File: config.mk
export PLATFORM = sky130hd
export DESIGN_NAME = ts_pmt_section_parser
export DESIGN_NICKNAME = d
export VERILOG_FILES = /design/src/design/ts_pmt_pkg.sv /design/src/design/ts_pmt_section_parser.sv
export VERILOG_INCLUDE_DIRS = /design/src /design/src/design
export SDC_FILE = /design/constraint.sdc
export NUM_CORES = 1
export LEC_CHECK = 0
export ABC_AREA = 0
export BUFFER_PORTS_ARGS = -buffer_cell sky130_fd_sc_hd__buf_2
export CAP_MARGIN = 20
export CORE_ASPECT_RATIO = 1.75
export CORE_MARGIN = 5
export CORE_UTILIZATION = 42
export CTS_BUF_LIST = sky130_fd_sc_hd__clkbuf_4 sky130_fd_sc_hd__clkbuf_8
export DETAILED_ROUTE_END_ITERATION = 7
export PLACE_DENSITY_LB_ADDON = 0.1
export SETUP_SLACK_MARGIN = 0.2
export SLEW_MARGIN = 5
export SYNTH_ARGS = -nofsm -noshare
export SYNTH_HDL_FRONTEND = slang
export SYNTH_SLANG_ARGS = --single-unit
File: constraint.sdc
create_clock -name clk -period 4.88 [get_ports clk]
set_clock_uncertainty 0.15 [all_clocks]
set_input_delay 0.732 -clock clk [delete_from_list [all_inputs] [get_ports clk]]
set_output_delay 0.732 -clock clk [all_outputs]
set_load 0.01 [all_outputs]
File: src/design/ts_pmt_section_parser_macros.svh
// Assertion helpers for the PMT section parser. Both sample on clk and
// stand down while arst_n is low.
`ifndef TS_PMT_SECTION_PARSER_MACROS_SVH
`define TS_PMT_SECTION_PARSER_MACROS_SVH

// Same-cycle implication.
`define TS_PMT_ASSERT_NOW(label, ante, cons, msg) \
	label: assert property (@(posedge clk) disable iff (!arst_n) (ante) |-> (cons)) \
		else $error(msg);

// Next-cycle implication.
`define TS_PMT_ASSERT_NEXT(label, ante, cons, msg) \
	label: assert property (@(posedge clk) disable iff (!arst_n) (ante) |=> (cons)) \
		else $error(msg);

`endif

File: src/design/ts_pmt_pkg.sv
`timescale 1ns / 1ps
`default_nettype none

package ts_pmt_pkg;

	// Fixed section layout
	localparam int PROGRAM_FIXED_BYTES       = 4;
	localparam int STREAM_FIXED_BYTES        = 5;
	localparam int HEADER_AFTER_LENGTH_BYTES = 5;
	localparam int CRC_BYTES                 = 4;
	localparam int LOOP_OVERHEAD             =
		HEADER_AFTER_LENGTH_BYTES + CRC_BYTES + PROGRAM_FIXED_BYTES;

	// Parse phases
	localparam logic [2:0] PH_IDLE  = 3'd0;
	localparam logic [2:0] PH_PFIX  = 3'd1;
	localparam logic [2:0] PH_PDESC = 3'd2;
	localparam logic [2:0] PH_SFIX  = 3'd3;
	localparam logic [2:0] PH_EDESC = 3'd4;
	localparam logic [2:0] PH_DONE  = 3'd5;

	// Descriptor walk position
	localparam logic [2:0] DS_TAG  = 3'd0;
	localparam logic [2:0] DS_LEN  = 3'd1;
	localparam logic [2:0] DS_BODY = 3'd2;

	// Record kinds
	localparam logic [1:0] KIND_PROGRAM = 2'd0;
	localparam logic [1:0] KIND_STREAM  = 2'd1;
	localparam logic [1:0] KIND_END     = 2'd2;
	localparam logic [1:0] KIND_ERROR   = 2'd3;

	// Error codes
	localparam logic [1:0] ERR_NONE      = 2'd0;
	localparam logic [1:0] ERR_SHORT     = 2'd1;
	localparam logic [1:0] ERR_OVERRUN   = 2'd2;
	localparam logic [1:0] ERR_BAD_DESC  = 2'd3;

	typedef struct packed {
		logic [7:0]  data_byte;
		logic        first_byte;
		logic [11:0] section_len;
	} pmt_byte_t;

	typedef struct packed {
		logic [1:0]  record_kind;
		logic [7:0]  es_type;
		logic [12:0] pid_value;
		logic [11:0] info_length;
		logic [1:0]  error_code;
		logic        section_done;
	} pmt_record_t;

endpackage

`default_nettype wire

File: src/design/ts_pmt_section_parser.sv
`timescale 1ns / 1ps
`default_nettype none
`include "ts_pmt_section_parser_macros.svh"

// PMT section parser. Feed the data part of a program map section (the bytes
// after the five header bytes that follow the section length field) one item
// per byte, with first_byte set and the section length valid on the first
// byte; first_byte may arrive at any time and abandons the section in
// progress. The block
// emits a program record (PCR PID, program info length) on the fourth byte,
// one stream record (stream type, elementary PID, ES info length) on the fifth
// byte of each stream entry, a section-end record when an ES descriptor byte
// closes the stream loop, and an error record (kind 3) for a loop that is too
// short, a stream entry that overruns the loop, or a descriptor that runs past
// its region. Error records and the loop-closing record carry section_done;
// after them, and after the loop in general (the CRC), bytes are dropped until
// the next first_byte. Descriptor contents are skipped, not reported.
// Rate: one byte per clock while records are taken; a record blocked behind
// a full output register stalls input. A byte is registered on accept and
// parsed in the following cycle by a single update of the parse registers,
// which waits while its record is blocked; records go out on rec_valid.
// byte_ready only drops while a parsed byte that yields a record waits behind
// a full output register that is not being taken.
module ts_pmt_section_parser (
	input  wire                      clk,
	input  wire                      arst_n,
	input  wire                      byte_valid,
	output logic                     byte_ready,
	input  wire ts_pmt_pkg::pmt_byte_t byte_data,
	output logic                     rec_valid,
	input  wire                      rec_ready,
	output ts_pmt_pkg::pmt_record_t  rec_data
);
	import ts_pmt_pkg::*;

	// Input register
	logic        valid_s1;
	pmt_byte_t   in_s1;

	// Parse state
	logic [2:0]  phase_q;
	logic [2:0]  fbi_q;
	logic [12:0] pil_q;        // program info bytes left
	logic [13:0] sll_q;        // stream loop bytes left
	logic [12:0] esl_q;        // ES info bytes left
	logic [7:0]  desc_q;       // descriptor body bytes left
	logic [7:0]  stype_q;
	logic [12:0] pid_q;
	logic [11:0] len_q;
	logic [11:0] sl_q;

	// Output register
	logic        rec_valid_q;
	pmt_record_t rec_q;

	// Effective state for this byte: first_byte restarts the section
	logic [2:0]  cur_phase;
	logic [2:0]  cur_fbi;
	logic [11:0] cur_sl;
	logic [7:0]  b;
	logic [11:0] len_full;
	logic [12:0] pid_full;
	logic signed [13:0] loop_len;
	logic [12:0] need;

	// Descriptor walk, shared by both descriptor regions
	logic [12:0] reg_left;
	logic [12:0] walk_left;
	logic [7:0]  walk_desc;
	logic [2:0]  walk_fbi;
	logic        walk_bad;
	logic        walk_end;

	// Next state and result
	logic [2:0]  nxt_phase;
	logic [2:0]  nxt_fbi;
	logic [12:0] nxt_pil;
	logic [13:0] nxt_sll;
	logic [12:0] nxt_esl;
	logic [7:0]  nxt_desc;
	logic [7:0]  nxt_stype;
	logic [12:0] nxt_pid;
	logic [11:0] nxt_len;
	logic        emit;
	pmt_record_t res;
	logic        adv;

	assign cur_phase = in_s1.first_byte ? PH_PFIX : phase_q;
	assign cur_fbi   = in_s1.first_byte ? DS_TAG : fbi_q;
	assign cur_sl    = in_s1.first_byte ? in_s1.section_len : sl_q;
	assign b         = in_s1.data_byte;
	assign len_full  = {len_q[11:8], b};
	assign pid_full  = {pid_q[12:8], b};
	assign loop_len  = $signed({2'b00, cur_sl}) - $signed({2'b00, len_full})
		- 14'(LOOP_OVERHEAD);
	assign need      = 13'(STREAM_FIXED_BYTES) + {1'b0, len_full};
	assign reg_left  = (cur_phase == PH_PDESC) ? pil_q : esl_q;

	// One step of a tag/length walk through a descriptor region
	always_comb begin
		walk_left = reg_left - 13'd1;
		walk_desc = desc_q;
		walk_fbi  = cur_fbi;
		walk_bad  = 1'b0;
		walk_end  = 1'b0;
		case (cur_fbi)
			DS_TAG: begin
				walk_bad = (reg_left < 13'd2);
				walk_fbi = DS_LEN;
			end
			DS_LEN: begin
				walk_bad  = ({5'b0, b} > walk_left);
				walk_desc = b;
				walk_fbi  = (b != 8'd0) ? DS_BODY : DS_TAG;
				walk_end  = (walk_left == 13'd0);
			end
			default: begin
				walk_bad  = (reg_left == 13'd0) || (desc_q == 8'd0);
				walk_desc = desc_q - 8'd1;
				walk_fbi  = (walk_desc == 8'd0) ? DS_TAG : cur_fbi;
				walk_end  = (walk_left == 13'd0);
			end
		endcase
	end

	// Parse one byte
	always_comb begin
		nxt_phase = cur_phase;
		nxt_fbi   = cur_fbi;
		nxt_pil   = pil_q;
		nxt_sll   = sll_q;
		nxt_esl   = esl_q;
		nxt_desc  = desc_q;
		nxt_stype = stype_q;
		nxt_pid   = pid_q;
		nxt_len   = len_q;
		emit      = 1'b0;
		res       = '0;
		case (cur_phase)
			PH_PFIX: begin
				nxt_fbi = cur_fbi + 3'd1;
				case (cur_fbi)
					3'd0: nxt_pid = {b[4:0], 8'h00};
					3'd1: nxt_pid = pid_full;
					3'd2: nxt_len = {b[3:0], 8'h00};
					default: begin
						nxt_len = len_full;
						emit    = 1'b1;
						if (loop_len < $signed(14'(STREAM_FIXED_BYTES))) begin
							nxt_phase        = PH_DONE;
							res.record_kind  = KIND_ERROR;
							res.error_code   = ERR_SHORT;
							res.section_done = 1'b1;
						end else begin
							nxt_sll         = loop_len;
							nxt_pil         = {1'b0, len_full};
							nxt_fbi         = DS_TAG;
							nxt_phase       = (len_full != 12'd0) ? PH_PDESC : PH_SFIX;
							res.record_kind = KIND_PROGRAM;
							res.pid_value   = pid_q;
							res.info_length = len_full;
						end
					end
				endcase
			end
			PH_PDESC, PH_EDESC: begin
				nxt_desc = walk_desc;
				nxt_fbi  = walk_fbi;
				if (cur_phase == PH_PDESC) begin
					nxt_pil = walk_left;
				end else begin
					nxt_esl = walk_left;
				end
				if (walk_bad) begin
					emit             = 1'b1;
					nxt_phase        = PH_DONE;
					res.record_kind  = KIND_ERROR;
					res.error_code   = ERR_BAD_DESC;
					res.section_done = 1'b1;
				end else if (walk_end) begin
					nxt_fbi = DS_TAG;
					if (cur_phase == PH_EDESC && sll_q == 14'd0) begin
						emit             = 1'b1;
						nxt_phase        = PH_DONE;
						res.record_kind  = KIND_END;
						res.section_done = 1'b1;
					end else begin
						nxt_phase = PH_SFIX;
					end
				end
			end
			PH_SFIX: begin
				nxt_fbi = cur_fbi + 3'd1;
				case (cur_fbi)
					3'd0: nxt_stype = b;
					3'd1: nxt_pid   = {b[4:0], 8'h00};
					3'd2: nxt_pid   = pid_full;
					3'd3: nxt_len   = {b[3:0], 8'h00};
					default: begin
						nxt_len = len_full;
						emit    = 1'b1;
						if ({1'b0, need} > sll_q) begin
							nxt_phase        = PH_DONE;
							res.record_kind  = KIND_ERROR;
							res.error_code   = ERR_OVERRUN;
							res.section_done = 1'b1;
						end else begin
							nxt_sll          = sll_q - {1'b0, need};
							nxt_esl          = {1'b0, len_full};
							nxt_fbi          = DS_TAG;
							res.record_kind  = KIND_STREAM;
							res.es_type      = stype_q;
							res.pid_value    = pid_q;
							res.info_length  = len_full;
							res.section_done = (len_full == 12'd0) && (nxt_sll == 14'd0);
							if (len_full != 12'd0) begin
								nxt_phase = PH_EDESC;
							end else if (nxt_sll == 14'd0) begin
								nxt_phase = PH_DONE;
							end else begin
								nxt_phase = PH_SFIX;
							end
						end
					end
				endcase
			end
			default: begin
				// idle or done: drop the byte
			end
		endcase
	end

	// Advance the parsed byte unless its record has nowhere to go
	assign adv        = valid_s1 && (!emit || !rec_valid_q || rec_ready);
	assign byte_ready = !valid_s1 || adv;
	assign rec_valid  = rec_valid_q;
	assign rec_data   = rec_q;

	always_ff @(posedge clk or negedge arst_n) begin
		if (!arst_n) begin
			valid_s1    <= 1'b0;
			rec_valid_q <= 1'b0;
			phase_q     <= PH_IDLE;
			fbi_q       <= DS_TAG;
			pil_q       <= '0;
			sll_q       <= '0;
			esl_q       <= '0;
			desc_q      <= '0;
			stype_q     <= '0;
			pid_q       <= '0;
			len_q       <= '0;
			sl_q        <= '0;
		end else begin
			if (byte_ready) begin
				valid_s1 <= byte_valid;
			end
			if (adv && emit) begin
				rec_valid_q <= 1'b1;
			end else if (rec_ready) begin
				rec_valid_q <= 1'b0;
			end
			if (adv) begin
				phase_q <= nxt_phase;
				fbi_q   <= nxt_fbi;
				pil_q   <= nxt_pil;
				sll_q   <= nxt_sll;
				esl_q   <= nxt_esl;
				desc_q  <= nxt_desc;
				stype_q <= nxt_stype;
				pid_q   <= nxt_pid;
				len_q   <= nxt_len;
				sl_q    <= cur_sl;
			end
		end
	end

	// Payload registers
	always_ff @(posedge clk) begin
		if (byte_ready && byte_valid) begin
			in_s1 <= byte_data;
		end
		if (adv && emit) begin
			rec_q <= res;
		end
	end

	`TS_PMT_ASSERT_NOW(a_err_closes, rec_valid && rec_data.record_kind == KIND_ERROR, rec_data.section_done && rec_data.error_code != ERR_NONE, "error record without section_done or code")
	`TS_PMT_ASSERT_NOW(a_code_only_err, rec_valid && rec_data.record_kind != KIND_ERROR, rec_data.error_code == ERR_NONE, "error code on a non-error record")
	`TS_PMT_ASSERT_NEXT(a_hold_blocked, valid_s1 && emit && rec_valid_q && !rec_ready, valid_s1 && $stable(in_s1), "blocked byte lost")
	`TS_PMT_ASSERT_NEXT(a_done_phase, adv && emit && res.section_done, phase_q == PH_DONE, "section_done without entering done phase")

endmodule

`default_nettype wire
==> results.py, run 1 <==
metrics = {
    "run_status": {
        "status": "completed",
    },
    "route": {
        "drcViolationCount": 0,
        "drt_iter0_drc": 516,
        "drtPass1Iterations": 5,
        "wl_per_cell_um": 20.7,
        "post_drt_via_cell_ratio": 5.62,
        "drt-total-wl_um": 29600,
        "postRouteAntennaNets": 0,
        "vias": 8015,
    },
    "clock_tree": {
        "tritoncts": "built",
        "cts_root_buf": "clkbuf_8",
        "path_clk_slew_ns": 0.09,
        "cts_hold_buffers": 0,
        "cts_made_buffers": 17,
        "cts.sinks": 152,
        "cts_max_path_buffers": 2,
        "clk_latency_ns": 0.49,
        "htree_levels": 4,
    },
    "die": {
        "num_io_pins": 65,
        "die_x_um": 126,
        "die_y_um": 213,
        "fp.dieArea_um2": 27000,
        "start_util_pct": 42.6,
        "coreArea_um2": 23300,
        "placementRows": 74,
    },
    "synth": {
        "syn_nets": 1065,
        "syn-cell-area_um2": 9940,
        "ys_seq_area_share_pct": 41.3,
        "yosys_warnings": 0,
        "ys_ff_latch": 152,
        "async_flop_share_pct": 61.2,
        "synth_flop_cell": "dfrtp_1",
        "avgSynthCellArea_um2": 10.0,
        "synth_area_leaders": "dfrtp_1, edfxtp_1, ha_1, mux2_2, nand2_1",
        "synth.distinct_cells": 93,
        "synth_cells": 993,
        "synth-edff-count": 59,
        "yosysTopAreaCellShare_pct": 23.4,
        "synth_area_leader_cell": "dfrtp_1",
    },
    "global_route": {
        "use_met2_pct": 42.4,
        "grt.total_usage_pct": 22.0,
        "grtUsageMet3_pct": 3.49,
        "antenna_found_initial": 0,
        "top_usage_layer": "met2",
        "met1_usage_pct": 21.3,
        "grt_pass1_wl_um": 45200,
        "grt_pass1_vias": 8378,
        "grt_max_degree": 64,
        "gr-total-overflow": 0,
    },
    "cells_and_area": {
        "final_core_util_pct": 50.4,
        "drive_gt1_share_pct": 26.2,
        "final_cells": 1427,
        "layout_commonest_cell": "dfrtp_1",
        "nNetsFinal": 1182,
        "antenna_cells": 0,
        "area_growth_pct": 18.3,
        "mostFrequentLayoutCells": "dfrtp_1, nand2_1, nor2_1, buf_4, buf_2",
    },
    "timing": {
        "relSlewSlack_pct": 37.9,
        "fmax_ghz": 0.216,
        "layout_worst_path_cycle_share_pct": 95.0,
        "setup_violations": 0,
        "worstMarginPinSlew_ns": 0.932,
        "fin_crit_ns": 4.63,
        "finalMaxSlewViolations": 0,
        "rsz0062_at_grt": "true",
        "tns_ns": 0,
        "final-hold-violation-count": 0,
    },
    "power": {
        "switchingPower_uw": 2900,
        "comb_power_share_pct": 53.8,
        "p_leak_uw": 0.00480,
        "ir_drop_mv": 0.300,
        "clock_power_share_pct": 14.2,
        "seqPwrFrac_pct": 32.0,
        "swShare_pct": 43.4,
        "p_total_uw": 6670,
        "p_per_area_nw_per_um2": 568,
        "p_int_uw": 3780,
    },
    "worst_setup_path": {
        "reg2regPathDepth": 15,
        "cpPeakStageDelay_ns": 0.55,
        "cp-start-kind": "flop",
        "cp.required_ns": 4.00,
        "crit_chain": "or4b_4, mux2_4, ha_4, inv_4, ha_4, nand4_1, nor2_2, a32oi_1, nor2_1, a21oi_2, buf_4, or3_4, nand2_4, nand3_4, buf_6",
        "critPathMaxFanout": 3,
        "crit_path_frequent_cell": "ha_4",
        "worst_setup_path_end_kind": "output pin",
        "cp.arrival_ns": 3.75,
        "cpMaxStageDelayCell": "or4b_4",
        "crit_type": "flop to output pin",
    },
    "place": {
        "dpl.cell_count": 1371,
        "numPortBuffers": 64,
        "hpwl_um": 22000,
        "place_congestion": 0.940,
    },
    "min_path": {
        "worstHoldPathType": "primary input to asynchronous set/reset pin",
    },
    "flow_run": {
        "maxCapViolCount": 0,
    },
}
[flip-flops by register name (all words and copies together), names as in the netlist, 3 cells and up]
name and count:
rec_data 38, sll_q 14, esl_q 13, in_s1 13
pid_q 13, pil_q 13, sl_q 12, b 8
desc_q 8, stype_q 8, len_q 4, fbi_q 3
phase_q 3
[cell usage after synthesis, types with 4 or more instances]
library cell	number
o211ai_1	10
xnor2_1	32
a31oi_1	9
clkbuf_1	23
nand3b_1	6
nor3_1	24
nor4b_1	6
inv_1	49
xor2_1	19
a21o_1	11
o21a_1	9
and2_1	37
buf_2	8
o21ai_1	13
nand2_1	81
a211o_1	4
buf_6	5
mux2i_1	18
mux2_4	19
a211oi_1	10
o31ai_1	4
or2_2	5
mux2_1	17
nor2b_1	4
o22a_1	5
or3_1	4
nor2_1	75
a21oi_1	52
nand3_1	18
edfxtp_1	59
and3_1	7
dfrtp_1	93
nand2b_1	13
ha_1	45
mux2_2	31
o22ai_1	8
o21ai_0	52
nand4_1	10
nor4_1	11
o21bai_1	4
nor3b_1	4
[metrics by stage]
stage                     hold WS, ns  area (um^2)  setup slack, ns
final                           0.225        11800            0.245
after global routing            0.231        11800           0.0826
after CTS                       0.218        11400            0.160
after detailed placement        0.321        10900            0.217
after global placement          0.313        10900            0.296
after floorplan                 0.286         9940            0.305
[layout make-up]
cell class	count	area (um^2)
Clock inverter	15	148
Tap cell	304	380
Fill cell	2209	11600
Inverter	51	194
Timing Repair Buffer	136	965
Sequential cell	152	4100
Multi-Input combinational cell	752	5730
Clock buffer	17	234
[final timing paths]
| check | slack (ns) | startpoint | end |
|---|---|---|---|
| worst max-delay path | 0.25 | in_s1[12] | byte_ready |
| worst min-delay path | 0.23 | arst_n | pid_q[5] |
| worst max register to register | 0.38 | in_s1[12] | sll_q[11] |
| worst min register to register | 0.34 | sl_q[5] | sl_q[5] |
| max in group asynchronous | 3.34 | arst_n | pil_q[1] |
| min in group clk | 0.27 | byte_data[18] | b[5] |
[power by group through the flow]
stage          Sequential, uW  Combinational (uW)  Clock, uW
2_1_floorplan            2040                2380          0
3_3_place_gp             2130                3250          0
3_5_place_dp             2130                3260          0
4_1_cts                  2120                3400        986
5_1_grt                  2180                3940       1030
6_report                 2130                3590        950
[per-layer routing]
metal	wire length, um	share of wire [%]	up-vias
met3	811	2.7	85
met4	1880	6.4	0
met1	10600	36	3894
li1	-	-	3851
met5	0	0	-
met2	16300	55	185
[cell families (layout without fill, tap and decap cells)]
family | Yosys count | after routing | synth area share, %
adder cells (fa/ha/maj) | 47 | 47 | 6.07
buffers and inverters | 90 | 219 | 3.88
XOR/XNOR | 51 | 51 | 4.50
flip-flops | 152 | 152 | 41.3
AO/OA/AOI/OAI | 236 | 236 | 16.1
multiplexers | 86 | 86 | 10.3
AND/OR/NAND/NOR | 331 | 332 | 18.0
[worst max-delay path, delay by kind of cell (launching register included)]
family	cells	cell delay, ns
fa+ha+maj	2	0.52
flops	1	0.44
simple gates	7	1.44
buf+inv	3	0.33
compound gates	2	0.19
mux	1	0.35
[timing repair]
action                                  CTS  global route
resized for setup                        21            39
hold endpoints to repair                  0             0
endpoints found under the setup margin    1            61
pin swaps                                12            15
cloned                                    0             2
setup buffers                            13             9
Power figures use the tool's default switching activity.
==> run 2, diff against run 1 <==
- CTS_BUF_LIST: sky130_fd_sc_hd__clkbuf_4 sky130_fd_sc_hd__clkbuf_8 -> sky130_fd_sc_hd__clkbuf_4
==> results.py, run 2 (synthesis results as in run 1) <==
metrics = {
    "worst_setup_path": {
        "worst_setup_path_end_kind": "output pin",
        "r2r_start": "in_s1[12]",
        "cp.arrival_ns": 3.88,
        "cp.required_ns": 4.00,
        "crit_type": "flop to output pin",
        "cp-start-kind": "flop",
        "reg2regPathDepth": 20,
        "critPathMaxFanout": 3,
        "r2r-end": "pil_q[6]",
        "ff2ff_setup_slack_ns": 0.32,
    },
    "place": {
        "numPortBuffers": 64,
        "place_congestion": 0.940,
        "hpwl_um": 22000,
        "post_dp_cell_area_um2": 10900,
        "dpl.cell_count": 1371,
    },
    "route": {
        "drtPass1Iterations": 5,
        "drcViolationCount": 0,
        "drt-total-wl_um": 29400,
        "post_drt_via_cell_ratio": 5.63,
        "vias": 8067,
        "postRouteAntennaNets": 0,
        "drt_iter0_drc": 535,
        "wl_per_cell_um": 20.5,
    },
    "power": {
        "ir_drop_mv": 0.277,
        "p_leak_uw": 0.00479,
        "p_per_area_nw_per_um2": 556,
    },
    "clock_tree": {
        "cts_root_buf": "clkbuf_4",
        "tritoncts": "built",
        "cts_made_buffers": 17,
        "cts_hold_buffers": 0,
        "path_clk_slew_ns": 0.15,
        "cts.sinks": 152,
        "clk_latency_ns": 0.62,
        "cts_max_path_buffers": 2,
        "htree_levels": 4,
    },
    "cells_and_area": {
        "layout_commonest_cell": "dfrtp_1",
        "final_cells": 1433,
        "fillers": 2217,
        "area_growth_pct": 18.2,
        "drive_gt1_share_pct": 26.7,
        "largest_reg_flops": 38,
        "stdcell_area_um2": 11700,
        "nNetsFinal": 1186,
        "mostFrequentLayoutCells": "dfrtp_1, nand2_1, nor2_1, buf_4, buf_2",
    },
    "min_path": {
        "worstHoldPathType": "primary input to asynchronous set/reset pin",
    },
    "timing": {
        "fmax_ghz": 0.210,
        "worstMarginPinSlew_ns": 0.932,
        "layout_worst_path_cycle_share_pct": 97.6,
        "setup_violations": 0,
        "relSlewSlack_pct": 37.9,
        "rsz0062_at_grt": "true",
        "tns_ns": 0,
        "fin_crit_ns": 4.76,
        "finalMaxSlewViolations": 0,
        "final-hold-violation-count": 0,
    },
    "die": {
        "die_x_um": 126,
        "fp.dieArea_um2": 27000,
        "num_io_pins": 65,
        "die_y_um": 213,
        "start_util_pct": 42.6,
        "coreArea_um2": 23300,
        "placementRows": 74,
    },
    "global_route": {
        "grt.total_usage_pct": 21.9,
        "gr-total-overflow": 0,
        "grt_pass1_vias": 8371,
        "antenna_found_initial": 2,
        "grt_max_degree": 64,
        "grt_pass1_wl_um": 45100,
    },
    "flow_run": {
        "maxCapViolCount": 0,
    },
    "run_status": {
        "status": "completed",
    },
}
-- run 2: repair_timing --
item                                    4_1_cts  5_1_grt
gates resized for setup                      21       48
gates cloned                                  0        1
setup buffers                                13       14
pin swaps                                    12       21
endpoints found under the hold margin         0        0
endpoints found under the setup margin        1       61
-- run 2: how the worst max path moves through the flow --
stage / slack [ns] / cells past startpoint / from / endpoint
floorplan: 0.30 / 18 / in_s1[12] / pil_q[10]
global placement: 0.30 / 15 / in_s1[12] / rec_data[3]
detailed placement: 0.22 / 14 / b[0] / sll_q[1]
CTS: 0.008 / 16 / in_s1[12] / byte_ready
global route: -0.10 / 16 / phase_q[0] / byte_ready
finish: 0.12 / 15 / in_s1[12] / byte_ready
-- run 2: per-layer routing --
metal	global-route usage (%)	vias up	part of all wire [%]
li1	-	3874	-
met3	3.54	81	2.8
met2	42.5	194	56
met5	0	-	0
met1	21.3	3918	36
met4	13.3	0	5.7
-- run 2: area by class of cell --
type | count | area [um^2] | area share, %
sequential | 152 | 4100 | 34.9
tap | 304 | 380 | 3.24
timing repair buffer | 140 | 1020 | 8.68
clock inverter | 15 | 148 | 1.26
clock buffer | 17 | 128 | 1.09
multi-input combinational | 752 | 5770 | 49.1
antenna | 2 | 5.00 | 0.0426
inverter | 51 | 194 | 1.65
-- run 2: metrics by stage --
step / power [uW] / hold WS, ns / worst slack [ns] / util (%)
detailed placement: 5390 / 0.321 / 0.217 / 46.5
global placement: 5370 / 0.313 / 0.296 / 46.5
CTS: 6330 / 0.0659 / 0.00832 / 48.6
floorplan: 4420 / 0.286 / 0.305 / -
global route: 7000 / 0.0767 / -0.102 / 50.3
finish: 6530 / 0.0781 / 0.117 / 50.3
-- run 2: worst max-delay path, stage by stage, from the launching register on --
cell      delay (ns)
edfxtp_1        0.46
or4b_4          0.55
mux2_4          0.34
ha_4            0.28
inv_4           0.04
ha_4            0.24
nand4_1         0.08
nor2_2          0.11
a32oi_1         0.10
nor2_1          0.15
a21oi_2         0.09
buf_4           0.14
or3_4           0.38
nand2_4         0.08
nand3_4         0.07
buf_6           0.15
-- run 2: power by group --
| part | internal, uW | switching (uW) |
|---|---|---|
| Combinational | 1650 | 1980 |
| Clock | 262 | 516 |
| Sequential | 1740 | 388 |
| Total | 3650 | 2880 |
==> run 3, diff against run 2 <==
- GPL_TIMING_DRIVEN: default -> 0
- clock period: 4.88 -> 4.6 ns (I/O delays scaled with it)
==> results.py, run 3 (synthesis results as in run 1) <==
metrics = {
    "timing": {
        "tns_ns": -12.71,
        "relSlewSlack_pct": 35.2,
        "finalMaxSlewViolations": 0,
        "fmax_ghz": 0.203,
        "layout_worst_path_cycle_share_pct": 107,
        "worstMarginPinSlew_ns": 0.963,
        "fin_crit_ns": 4.93,
        "final-hold-violation-count": 0,
        "setup_slack_ns": -0.325,
        "rsz0062_at_grt": "true",
        "setup_violations": 65,
    },
    "clock_tree": {
        "clk_latency_ns": 0.63,
        "htree_levels": 4,
        "tritoncts": "built",
        "cts.sinks": 152,
        "cts_max_path_buffers": 2,
        "cts_root_buf": "clkbuf_4",
        "path_clk_slew_ns": 0.14,
        "cts_made_buffers": 17,
    },
    "worst_setup_path": {
        "crit_path_frequent_cell": "buf_6",
        "critPathMaxFanout": 4,
        "cpMaxStageDelayCell": "or4b_4",
        "cp.required_ns": 3.76,
        "cpPeakStageDelay_ns": 0.48,
        "cp-start-kind": "flop",
        "crit_type": "flop to output pin",
        "crit_chain": "buf_6, or4b_4, buf_6, mux2_4, ha_4, inv_4, ha_4, a21o_1, a21oi_2, o221ai_2, a32oi_2, nor2_2, a21oi_2, or3_4, nand2_4, nand3_4, buf_6",
        "cp.arrival_ns": 4.09,
        "worst_setup_path_end_kind": "output pin",
    },
    "global_route": {
        "top_usage_layer": "met2",
        "grtUsageMet3_pct": 4.04,
        "grt_pass1_vias": 8540,
        "grt_max_degree": 61,
        "use_met2_pct": 45.2,
        "antenna_found_initial": 1,
        "grt_pass1_wl_um": 48800,
        "grt.total_usage_pct": 24.1,
        "met1_usage_pct": 23.8,
        "gr-total-overflow": 0,
    },
    "cells_and_area": {
        "mostFrequentLayoutCells": "dfrtp_1, nand2_1, buf_2, nor2_1, buf_4",
        "area_growth_pct": 31.9,
        "largest_reg_flops": 38,
        "final_cells": 1504,
        "layout_commonest_cell": "dfrtp_1",
        "drive_gt1_share_pct": 36.2,
        "nNetsFinal": 1257,
    },
    "power": {
        "p_total_uw": 7790,
        "switchingPower_uw": 3370,
        "ir_drop_mv": 0.299,
        "seqPwrFrac_pct": 29.2,
        "p_leak_uw": 0.00541,
        "comb_power_share_pct": 59.2,
        "clock_power_share_pct": 11.6,
        "p_per_area_nw_per_um2": 595,
        "swShare_pct": 43.3,
        "p_int_uw": 4420,
    },
    "die": {
        "die_x_um": 126,
        "start_util_pct": 42.6,
        "coreArea_um2": 23300,
        "placementRows": 74,
        "die_y_um": 213,
        "num_io_pins": 65,
        "fp.dieArea_um2": 27000,
    },
    "place": {
        "hpwl_um": 22700,
        "dpl.cell_count": 1363,
        "place_congestion": 0.906,
        "numPortBuffers": 64,
    },
    "route": {
        "post_drt_via_cell_ratio": 5.69,
        "drt-total-wl_um": 33100,
        "vias": 8564,
        "drcViolationCount": 0,
        "drt_iter0_drc": 621,
        "postRouteAntennaNets": 0,
        "wl_per_cell_um": 22.0,
        "drtPass1Iterations": 5,
    },
    "min_path": {
        "worstHoldPathType": "primary input to flop",
    },
    "flow_run": {
        "maxCapViolCount": 0,
    },
    "run_status": {
        "violations": "setup timing",
        "status": "finished with violations",
    },
}
==> run 3: changes by cell type in the layout (fill, tap and decap cells not counted), moves of 10 or more <==
cell,previous run,this run
and2_4,0,19
clkbuf_1,0,14
mux2_2,30,15
nor2_1,73,63
and2_1,36,20
mux2_1,17,0
mux2_4,20,52
buf_6,4,38
==> run 3: path summary, 6_finish.rpt <==
| kind | depth (start not counted) | to | slack (ns) | from |
|---|---|---|---|---|
| max reg2reg | 21 | sll_q[12] | -0.27 | in_s1[12] |
| min in group asynchronous | 2 | sll_q[1] | 0.40 | arst_n |
| min | 1 | b[0] | 0.08 | byte_data[13] |
| max in group asynchronous | 3 | desc_q[7] | 3.17 | arst_n |
| min reg2reg | 1 | pid_q[9] | 0.36 | pid_q[9] |
| max | 17 | byte_ready | -0.33 | in_s1[12] |
==> run 3: per-stage QoR <==
step	hold slack (ns)	utilization [%]	instance area, um^2	worst slack [ns]
finish	0.0779	56.2	13100	-0.325
global route	0.0371	56.2	13100	-0.411
CTS	0.0387	52.2	12200	-0.396
detailed placement	0.323	45.8	10700	-1.07
global placement	0.314	45.7	10700	-1.09
floorplan	0.244	-	9950	0.215
==> run 3: what timing repair did <==
item,in CTS,in global routing
endpoints found under the hold margin,33,0
pin swaps,33,45
gates resized for setup,142,130
hold buffers,1,0
setup buffers,51,43
cloned,8,4
setup endpoints to repair,191,185
==> run 3: metal layers <==
metal,up-vias,part of all wire (%)
met4,0,8.3
met2,254,54
li1,4031,-
met1,4170,34
met5,-,0
met3,109,3.9
==> run 3: layout make-up <==
| cell class | count | area (um^2) |
|---|---|---|
| Fill cell | 2097 | 10200 |
| Multi-Input combinational cell | 754 | 6270 |
| Sequential cell | 152 | 4100 |
| Timing Repair Buffer | 170 | 1480 |
| Tap cell | 304 | 380 |
| Buffer | 39 | 364 |
| Inverter | 51 | 208 |
| Clock inverter | 13 | 153 |
| Clock buffer | 19 | 143 |
| Antenna cell | 2 | 5.00 |
==> run 3: worst max-delay path, delay by kind of cell (launching register included) <==
kind / cells / cell delay, ns
compound gates: 5 / 0.97
fa+ha+maj: 2 / 0.45
buf+inv: 4 / 0.44
flops: 1 / 0.40
simple gates: 5 / 0.87
mux: 1 / 0.32
==> run 3: power by group through the flow <==
stage / sequential (uW) / clock (uW) / combinational [uW]
6_report: 2280 / 901 / 4610
5_1_grt: 2330 / 969 / 4990
4_1_cts: 2240 / 924 / 4080
3_5_place_dp: 2260 / 0 / 3380
3_3_place_gp: 2260 / 0 / 3350
2_1_floorplan: 2160 / 0 / 2530
